<file path="src/hdl/lpsm_pkg.sv">
`default_nettype none
package lpsm_pkg;

    // table sizes
    localparam int NUM_SLOTS_C  = 16;
    localparam int NUM_BLOCKS_C = 1024;

    // field widths
    localparam int SLOT_W = 4;
    localparam int RANK_W = 4;
    localparam int BLK_W  = 10;

    // request modes
    localparam logic MODE_ACCESS     = 1'b0;
    localparam logic MODE_INVALIDATE = 1'b1;

    typedef struct packed {
        logic             mode;
        logic [BLK_W-1:0] block_number;
        logic             is_write;
    } req_t;

    typedef struct packed {
        logic              hit;
        logic [SLOT_W-1:0] slot;
        logic              evicted_valid;
        logic [BLK_W-1:0]  evicted_block;
        logic              log_change;
    } rsp_t;

    // map memory port bundle
    typedef struct packed {
        logic              rd_en;
        logic              wr_en;
        logic [BLK_W-1:0]  rd_addr;
        logic [BLK_W-1:0]  wr_addr;
        logic [SLOT_W-1:0] wr_data;
    } map_ctl_t;

endpackage
`default_nettype wire

</file>
<file path="src/hdl/lpsm_req_if.sv">
`default_nettype none
interface lpsm_req_if import lpsm_pkg::*; ();
    logic valid;
    logic ready;
    req_t data;

    modport source (output valid, output data, input ready);
    modport sink (input valid, input data, output ready);
endinterface
`default_nettype wire

</file>
<file path="src/hdl/lpsm_rsp_if.sv">
`default_nettype none
interface lpsm_rsp_if import lpsm_pkg::*; ();
    logic valid;
    logic ready;
    rsp_t data;

    modport source (output valid, output data, input ready);
    modport sink (input valid, input data, output ready);
endinterface
`default_nettype wire

</file>
<file path="src/hdl/lru_page_slot_manager_unit.sv">
`default_nettype none
// Fully associative LRU page-slot table with 16 slots for disk blocks. A request
// either accesses a block (hit promotes its slot; a miss takes the lowest free
// slot or evicts the least recently used one and reports the evicted block) or
// invalidates a block and frees its slot. A request passes through the idle,
// lookup and execute states. The accepting cycle launches the block map memory
// read. The lookup state checks residency and chooses the slot. The execute state
// updates ranks and writes back, and the response is registered at its end.
// Requests are handled one at a time. A new request is accepted
// while the previous response still waits in the output register. Its write-back
// cycle then stalls until that response is taken. No clearing pass is needed
// after reset: residency is confirmed against the slot table.
module lru_page_slot_manager_unit import lpsm_pkg::*; #(
    parameter int NUM_BLOCKS = NUM_BLOCKS_C
) (
    input  wire logic  clk,
    input  wire logic  rst_n,
    lpsm_req_if.sink   req,
    lpsm_rsp_if.source rsp
);

    localparam logic [1:0] ST_IDLE = 2'd0;
    localparam logic [1:0] ST_LOOK = 2'd1;
    localparam logic [1:0] ST_EXEC = 2'd2;

    localparam logic [RANK_W:0]   RANK_NEW = (RANK_W + 1)'(NUM_SLOTS_C);
    localparam logic [RANK_W-1:0] RANK_LRU = RANK_W'(NUM_SLOTS_C - 1);

    logic [1:0]        state_reg;
    logic [1:0]        state_next;
    req_t              item_reg;
    logic              inr_reg;
    logic              hit_reg;
    logic              evict_reg;
    logic [SLOT_W-1:0] tgt_reg;
    logic              rsp_valid_reg;
    rsp_t              rsp_data_reg;

    logic              slot_valid_reg [NUM_SLOTS_C];
    logic [BLK_W-1:0]  slot_block_reg [NUM_SLOTS_C];
    logic [RANK_W-1:0] slot_rank_reg  [NUM_SLOTS_C];

    map_ctl_t          map_ctl;
    logic [SLOT_W-1:0] map_q;
    logic              accept;
    logic              in_range;
    logic [SLOT_W-1:0] stb_sel;
    logic [BLK_W-1:0]  stb_rd;
    logic              look_hit;
    logic              free_any;
    logic [SLOT_W-1:0] free_idx;
    logic [SLOT_W-1:0] lru_idx;
    logic              exec_go;
    logic [RANK_W:0]   old_rank;
    rsp_t              rsp_next;

    assign accept   = req.valid && req.ready;
    assign in_range = 32'(req.data.block_number) < NUM_BLOCKS;
    assign req.ready = (state_reg == ST_IDLE);
    assign exec_go  = (state_reg == ST_EXEC) && (!rsp_valid_reg || rsp.ready);

    // block map memory
    always_comb
    begin
        map_ctl.rd_en   = accept && in_range;
        map_ctl.rd_addr = req.data.block_number;
        map_ctl.wr_en   = exec_go && inr_reg && (item_reg.mode == MODE_ACCESS) && !hit_reg;
        map_ctl.wr_addr = item_reg.block_number;
        map_ctl.wr_data = tgt_reg;
    end

    lpsm_block_map #(
        .NUM_BLOCKS (NUM_BLOCKS)
    ) u_map (
        .clk     (clk),
        .ctl     (map_ctl),
        .rd_data (map_q)
    );

    // single slot-to-block read port
    assign stb_sel = (state_reg == ST_LOOK) ? map_q : tgt_reg;
    assign stb_rd  = slot_block_reg[stb_sel];

    // residency check and slot choice
    always_comb
    begin
        look_hit = inr_reg && slot_valid_reg[map_q] && (stb_rd == item_reg.block_number);
        free_any = 1'b0;
        free_idx = '0;
        lru_idx  = '0;
        for (int i = NUM_SLOTS_C - 1; i >= 0; i--)
        begin
            if (!slot_valid_reg[i])
            begin
                free_any = 1'b1;
                free_idx = SLOT_W'(i);
            end
            if (slot_rank_reg[i] == RANK_LRU)
            begin
                lru_idx = SLOT_W'(i);
            end
        end
    end

    // old rank of the slot being promoted
    assign old_rank = (hit_reg || evict_reg) ? {1'b0, slot_rank_reg[tgt_reg]} : RANK_NEW;

    // response
    always_comb
    begin
        rsp_next = '0;
        if (inr_reg)
        begin
            if (item_reg.mode == MODE_INVALIDATE)
            begin
                rsp_next.hit  = hit_reg;
                rsp_next.slot = hit_reg ? tgt_reg : '0;
            end
            else
            begin
                rsp_next.hit           = hit_reg;
                rsp_next.slot          = tgt_reg;
                rsp_next.evicted_valid = evict_reg;
                rsp_next.evicted_block = evict_reg ? stb_rd : '0;
                rsp_next.log_change    = item_reg.is_write;
            end
        end
    end

    // sequencer
    always_comb
    begin
        state_next = state_reg;
        case (state_reg)
            ST_IDLE: if (accept) state_next = ST_LOOK;
            ST_LOOK: state_next = ST_EXEC;
            ST_EXEC: if (exec_go) state_next = ST_IDLE;
            default: state_next = ST_IDLE;
        endcase
    end

    always_ff @(posedge clk or negedge rst_n)
    begin
        if (!rst_n)
        begin
            state_reg     <= ST_IDLE;
            rsp_valid_reg <= 1'b0;
        end
        else
        begin
            state_reg <= state_next;
            if (exec_go)
            begin
                rsp_valid_reg <= 1'b1;
            end
            else if (rsp.ready)
            begin
                rsp_valid_reg <= 1'b0;
            end
        end
    end

    // request and decision payload
    always_ff @(posedge clk)
    begin
        if (accept)
        begin
            item_reg <= req.data;
            inr_reg  <= in_range;
        end
        if (state_reg == ST_LOOK)
        begin
            hit_reg   <= look_hit;
            evict_reg <= !look_hit && !free_any && (item_reg.mode == MODE_ACCESS);
            tgt_reg   <= look_hit ? map_q : (free_any ? free_idx : lru_idx);
        end
        if (exec_go)
        begin
            rsp_data_reg <= rsp_next;
        end
    end

    assign rsp.valid = rsp_valid_reg;
    assign rsp.data  = rsp_data_reg;

    // slot table: valid and recency rank
    always_ff @(posedge clk or negedge rst_n)
    begin
        if (!rst_n)
        begin
            for (int i = 0; i < NUM_SLOTS_C; i++)
            begin
                slot_valid_reg[i] <= 1'b0;
                slot_rank_reg[i]  <= '0;
            end
        end
        else if (exec_go && inr_reg)
        begin
            if (item_reg.mode == MODE_INVALIDATE)
            begin
                if (hit_reg)
                begin
                    for (int i = 0; i < NUM_SLOTS_C; i++)
                    begin
                        if ((SLOT_W'(i) != tgt_reg) && slot_valid_reg[i]
                            && (slot_rank_reg[i] > slot_rank_reg[tgt_reg]))
                        begin
                            slot_rank_reg[i] <= slot_rank_reg[i] - 1'b1;
                        end
                    end
                    slot_valid_reg[tgt_reg] <= 1'b0;
                    slot_rank_reg[tgt_reg]  <= '0;
                end
            end
            else
            begin
                for (int i = 0; i < NUM_SLOTS_C; i++)
                begin
                    if ((SLOT_W'(i) != tgt_reg) && slot_valid_reg[i]
                        && ({1'b0, slot_rank_reg[i]} < old_rank))
                    begin
                        slot_rank_reg[i] <= slot_rank_reg[i] + 1'b1;
                    end
                end
                slot_valid_reg[tgt_reg] <= 1'b1;
                slot_rank_reg[tgt_reg]  <= '0;
            end
        end
    end

    // owner block of each slot
    always_ff @(posedge clk)
    begin
        if (exec_go && inr_reg && (item_reg.mode == MODE_ACCESS))
        begin
            slot_block_reg[tgt_reg] <= item_reg.block_number;
        end
    end

`ifndef SYNTHESIS
    a_accept_to_look: assert property (@(posedge clk) disable iff (!rst_n)
        accept |=> state_reg == ST_LOOK)
        else $error("accepted request did not enter lookup");

    a_evict_only_full: assert property (@(posedge clk) disable iff (!rst_n)
        (state_reg == ST_EXEC) && evict_reg |-> !free_any)
        else $error("eviction while a free slot exists");

    a_hit_valid_slot: assert property (@(posedge clk) disable iff (!rst_n)
        (state_reg == ST_EXEC) && hit_reg |-> slot_valid_reg[tgt_reg])
        else $error("hit on an invalid slot");

    a_rsp_held: assert property (@(posedge clk) disable iff (!rst_n)
        exec_go |=> rsp_valid_reg)
        else $error("response lost");
`endif

endmodule
`default_nettype wire

</file>
<file path="src/hdl/lpsm_block_map.sv">
`default_nettype none
module lpsm_block_map import lpsm_pkg::*; #(
    parameter int NUM_BLOCKS = NUM_BLOCKS_C
) (
    input  wire logic              clk,
    input  wire map_ctl_t          ctl,
    output logic [SLOT_W-1:0]      rd_data
);

    localparam int MAP_DEPTH = (NUM_BLOCKS < (1 << BLK_W)) ? NUM_BLOCKS : (1 << BLK_W);
    localparam int AW        = (MAP_DEPTH > 1) ? $clog2(MAP_DEPTH) : 1;

    // block to slot map, contents undefined until written
    logic [SLOT_W-1:0] mem [MAP_DEPTH];

    // registered read port
    always_ff @(posedge clk)
    begin
        if (ctl.rd_en)
        begin
            rd_data <= mem[ctl.rd_addr[AW-1:0]];
        end
    end

    // write port
    always_ff @(posedge clk)
    begin
        if (ctl.wr_en)
        begin
            mem[ctl.wr_addr[AW-1:0]] <= ctl.wr_data;
        end
    end

endmodule
`default_nettype wire
</file>
<file path="src/flat_wrapper.sv">
// flat-port wrapper written by rule: the top's interface ports become plain ports
module lru_page_slot_manager_unit_flat import lpsm_pkg::*;
#(
    parameter int NUM_BLOCKS = NUM_BLOCKS_C
)
  (clk, rst_n, req_valid, req_data, req_ready, rsp_valid, rsp_data, rsp_ready);
  lpsm_req_if req_i ();
  lpsm_rsp_if rsp_i ();
  input  wire logic clk;
  input  wire logic rst_n;
  input wire logic [$bits(req_i.valid)-1:0] req_valid;
  input wire logic [$bits(req_i.data)-1:0] req_data;
  output wire logic [$bits(req_i.ready)-1:0] req_ready;
  output wire logic [$bits(rsp_i.valid)-1:0] rsp_valid;
  output wire logic [$bits(rsp_i.data)-1:0] rsp_data;
  input wire logic [$bits(rsp_i.ready)-1:0] rsp_ready;
  assign req_i.valid = req_valid;
  assign req_i.data = req_data;
  assign req_ready = req_i.ready;
  assign rsp_valid = rsp_i.valid;
  assign rsp_data = rsp_i.data;
  assign rsp_i.ready = rsp_ready;
  lru_page_slot_manager_unit #(.NUM_BLOCKS(NUM_BLOCKS)) u_core (.clk(clk), .rst_n(rst_n), .req(req_i), .rsp(rsp_i));
endmodule
</file>
<file path="config.mk">
export PLATFORM = sky130hd
export DESIGN_NAME = lru_page_slot_manager_unit_flat
export DESIGN_NICKNAME = d
export VERILOG_FILES = /design/src/hdl/lpsm_pkg.sv /design/src/hdl/lpsm_req_if.sv /design/src/hdl/lpsm_rsp_if.sv /design/src/hdl/lru_page_slot_manager_unit.sv /design/src/hdl/lpsm_block_map.sv /design/src/flat_wrapper.sv
export SDC_FILE = /design/constraint.sdc
export NUM_CORES = 2
export LEC_CHECK = 0
export BUFFER_PORTS_ARGS = -buffer_cell sky130_fd_sc_hd__buf_4
export CAP_MARGIN = 20
export CORE_ASPECT_RATIO = 1.25
export CORE_MARGIN = 2
export CORE_UTILIZATION = 60
export DETAILED_ROUTE_END_ITERATION = 7
export PLACE_DENSITY = 0.76
export SYNTH_ARGS = -nofsm -noshare
export SYNTH_HDL_FRONTEND = slang
export SYNTH_HIERARCHICAL = 1
export SYNTH_MEMORY_MAX_BITS = 65536
export SYNTH_SLANG_ARGS = --single-unit
</file>
<file path="constraint.sdc">
create_clock -name clk -period 25.5 [get_ports clk]
set_input_delay 6.375 -clock clk [delete_from_list [all_inputs] [get_ports clk]]
set_output_delay 6.375 -clock clk [all_outputs]
set_load 0.01 [all_outputs]
</file>
==> impl_metrics.py <==
metrics = {
    "status": {
        "outcome": "finished, violations left",
        "violations": "DRC",
    },
    "logic_synthesis": {
        "post_synth.cell_area_avg_um2": 18.2,
        "total_of_flip_flops_plus_latches_after_synthesis": 4378,
        "yosysWarnings": 6,
        "distinct_cell_type_count_after_synthesis": 90,
        "synth_cells": 9835,
        "postSynthNetCount": 9995,
        "synth.yosys.seq_area_share_pct": 73.2,
        "post_synth_instance_area_um2": 179000,
        "number_of_flops_mapped_to_enable_cells_by_yosys": 4295,
        "synthArstFlopShare_pct": 1.90,
        "synth_flop_type": "edfxtp_1",
    },
    "cts": {
        "maximum_number_of_buffers_from_clock_root_to_sink": 4,
        "post-cts-setup-buffers": 0,
        "cts_hold_repair.buffers": 0,
        "clock_sinks": 4378,
        "tritoncts": "done",
        "tritoncts.num_buffers": 397,
        "post_cts.resized_instances": 0,
        "clk_transition_reported_paths_ns": 0.06,
        "cts_root_buf": "clkbuf_16",
        "ctsHtreeMaxLevel": 5,
        "clk-insertion-delay-late_ns": 0.95,
    },
    "global_route": {
        "grt_pass1_wl_um": 700000,
        "pin_count_of_the_biggest_net_entering_global_routing": 245,
        "grt_pass1_vias": 99000,
        "grt_antenna_before_repair": 25,
        "globalRoute.totalOverflow": 0,
        "global_route.usage.total_pct": 32.0,
    },
    "detailed_routing": {
        "vias_per_cell": 7.03,
        "number_of_drc_markers_after_the_initial_detailed_route_iteration": 14800,
        "dr_total_vias": 99600,
        "wirelength_um": 489000,
        "route.antenna.remaining_nets": 0,
        "drt_drc_violations_left": 1,
        "drt_pass1_iterations": 8,
        "routed_wire_length_per_instance_um": 34.5,
    },
    "finish": {
        "layout_commonest_cell": "edfxtp_1",
        "ff_latch_area_um2": 131000,
        "drive_above_1_share_pct": 18.8,
        "post_route_cell_area_um2": 197000,
        "nFillCells": 18600,
        "layout.cells.non_filler": 14200,
        "layout.cells.most_common_list": "4295 x edfxtp_1, 1191 x nor2_1, 909 x mux4_2, 524 x mux2i_1, 408 x clkbuf_16",
        "largest_register_ffs": 4096,
        "flow.area_growth_from_synthesis_pct": 9.95,
        "final_net_count": 10000,
        "utilization_pct": 66.2,
        "multi_input_comb_area_um2": 44700,
    },
    "worst_setup_path": {
        "critical_path.max_fanout": 90,
        "crit_path_top_delay_cell": "buf_4",
        "cp-start-kind": "primary input",
        "timing.reg2reg.setup_slack_ns": 19.72,
        "crit_top_cell": "buf_4",
        "critPathMaxStageDelay_ns": 0.79,
        "critical_path_class": "in2reg",
        "worstPathCellList": "buf_16 -> buf_4 -> buf_4 -> buf_4 -> mux4_2 -> a22oi_1 -> a21oi_1 -> nor3_1 -> a211oi_1 -> o41ai_1 -> nand4_1",
        "critPathArrivalTime_ns": 11.96,
        "timing.critical_path.to_type": "flip-flop",
        "required_ns": 26.18,
        "timing.reg2reg.worst_path_depth": 10,
    },
    "place": {
        "placement.io_buffers": 34,
        "place_hpwl_um": 289000,
        "routabilityCongestion": 0.885,
        "place_inst": 13400,
        "placed_cell_area_um2": 184000,
    },
    "sta": {
        "fin_worst_skew_ns": 0.0489,
        "setup_tns_ns": 0,
        "slew-limit-headroom_pct": 10.8,
        "hold_viol_final": 0,
        "setup_viol_count_final": 0,
        "tightestPinTransition_ns": 1.34,
        "timing.final.crit_share_pct": 44.2,
        "period_needed_ns": 11.27,
        "rsz0062_at_grt": "false",
        "final-max-slew-violation-count": 0,
        "max_freq_mhz": 88.7,
    },
    "floorplan": {
        "floorplan.initialDensity_pct": 60.2,
        "die_h_um": 615,
        "dieWidth_um": 493,
        "core.rowCount": 224,
        "ports_placed_on_the_boundary": 35,
        "core-area_um2": 297000,
        "die_area_um2": 303000,
    },
    "min_path": {
        "worstHoldPathCells": 1,
        "hold_path.class": "reg2reg",
    },
    "flow_run": {
        "cap_viol_max_count": 0,
    },
    "power": {
        "cellPowerDensity_nw_per_um2": 83.7,
        "irDropWorstVdd_mv": 0.0783,
        "totalPowerFinal_mw": 16.5,
        "leakage_power_figure_nw": 62.3,
    },
}
==> power by group <==
group | total (mW) | switching, mW | internal, mW
Clock | 6.02 | 2.61 | 3.41
Sequential | 8.42 | 0.135 | 8.29
Combinational | 2.02 | 1.37 | 0.653
==> per-layer routing <==
layer	track usage (%)	vias to the layer above	wire length, um
met4	18.2	8	32200
met3	7.42	1434	58900
li1	-	39800	-
met5	0	-	38
met1	40.9	51100	161000
met2	51.0	7249	237000
==> kinds of logic (layout without fill, tap and decap cells) <==
family          count (synthesis)  after routing  synth area share [%]
mux                          1471           1471                  14.6
flops                        4378           4378                  73.2
fa+ha+maj                     144            144                  1.01
buf+inv                       729           1087                  2.08
other cells                     0             29                     0
simple gates                 2035           2035                  4.93
compound gates               1060           1060                  4.06
xor+xnor                       18             18                0.0881
==> Yosys cell counts, types with 15 or more instances <==
| cell type | count | share of area [%] |
|---|---|---|
| a22oi_1 | 87 | 0.36 |
| edfxtp_1 | 4295 | 72 |
| dfrtp_1 | 83 | 1.2 |
| nor4_1 | 37 | 0.13 |
| a21oi_1 | 220 | 0.62 |
| nor3_1 | 130 | 0.36 |
| mux2_2 | 34 | 0.21 |
| buf_6 | 83 | 0.52 |
| a211oi_1 | 41 | 0.17 |
| a21o_1 | 26 | 0.11 |
| buf_4 | 63 | 0.26 |
| mux2i_1 | 524 | 2.9 |
| buf_1 | 91 | 0.19 |
| and3_1 | 23 | 0.080 |
| nand3_1 | 118 | 0.33 |
| clkbuf_1 | 336 | 0.70 |
| a31oi_1 | 22 | 0.077 |
| and4_1 | 17 | 0.083 |
| nand2b_1 | 32 | 0.11 |
| a221oi_1 | 38 | 0.19 |
| mux4_2 | 909 | 11 |
| o21ai_0 | 174 | 0.49 |
| o211ai_1 | 21 | 0.088 |
| nand2_1 | 309 | 0.65 |
| ha_1 | 144 | 1.0 |
| a22o_1 | 16 | 0.078 |
| or3_1 | 24 | 0.084 |
| nand4_1 | 24 | 0.084 |
| inv_1 | 68 | 0.14 |
| o22ai_1 | 98 | 0.34 |
| nor2b_1 | 38 | 0.13 |
| nor2_1 | 1198 | 2.5 |
| buf_2 | 82 | 0.23 |
| and2_1 | 22 | 0.077 |
| xnor2_1 | 15 | 0.073 |
| o221ai_1 | 168 | 0.82 |
==> final cells by class <==
type	count	area share [%]
clock buffers	467	5.31
inverters	72	0.144
flip-flops and latches	4378	66.6
clock inverters	247	1.27
diodes	29	0.0369
repair buffers	301	1.41
multi-input cells	4728	22.7
well taps	3955	2.51
==> worst max-delay path: cells and delay by family <==
kind | cells | cell delay, ns
compound gates | 4 | 1.10
simple gates | 2 | 0.88
mux | 1 | 0.60
buf+inv | 4 | 2.71
==> metrics by stage <==
step                      worst slack [ns]  hold WS (ns)
final                                14.23         0.554
after detailed placement             13.23         0.546
after CTS                            14.17         0.564
after global routing                 13.89         0.593
after floorplan                       8.05         0.481
after global placement               13.06         0.496
==> worst paths after layout <==
path / from / to
setup / recovery: req_data[1] / u_core/u_map/rd_data[2]$_DFFE_PP_
hold / removal: u_core/item_reg[0]$_DFFE_PP_ / u_core/rsp.data[0]$_SDFFCE_PP0P_
setup reg to reg: u_core/tgt_reg[1]$_DFFE_PN_ / u_core/tgt_reg[0]$_DFFE_PN_
hold reg to reg: u_core/item_reg[0]$_DFFE_PP_ / u_core/rsp.data[0]$_SDFFCE_PP0P_
max in group asynchronous: rst_n / u_core/slot_rank_reg[39]$_DFFE_PN0P_
min in group asynchronous: rst_n / u_core/state_reg[1]$_DFFE_PN0P_
Power figures use the tool's default switching activity.
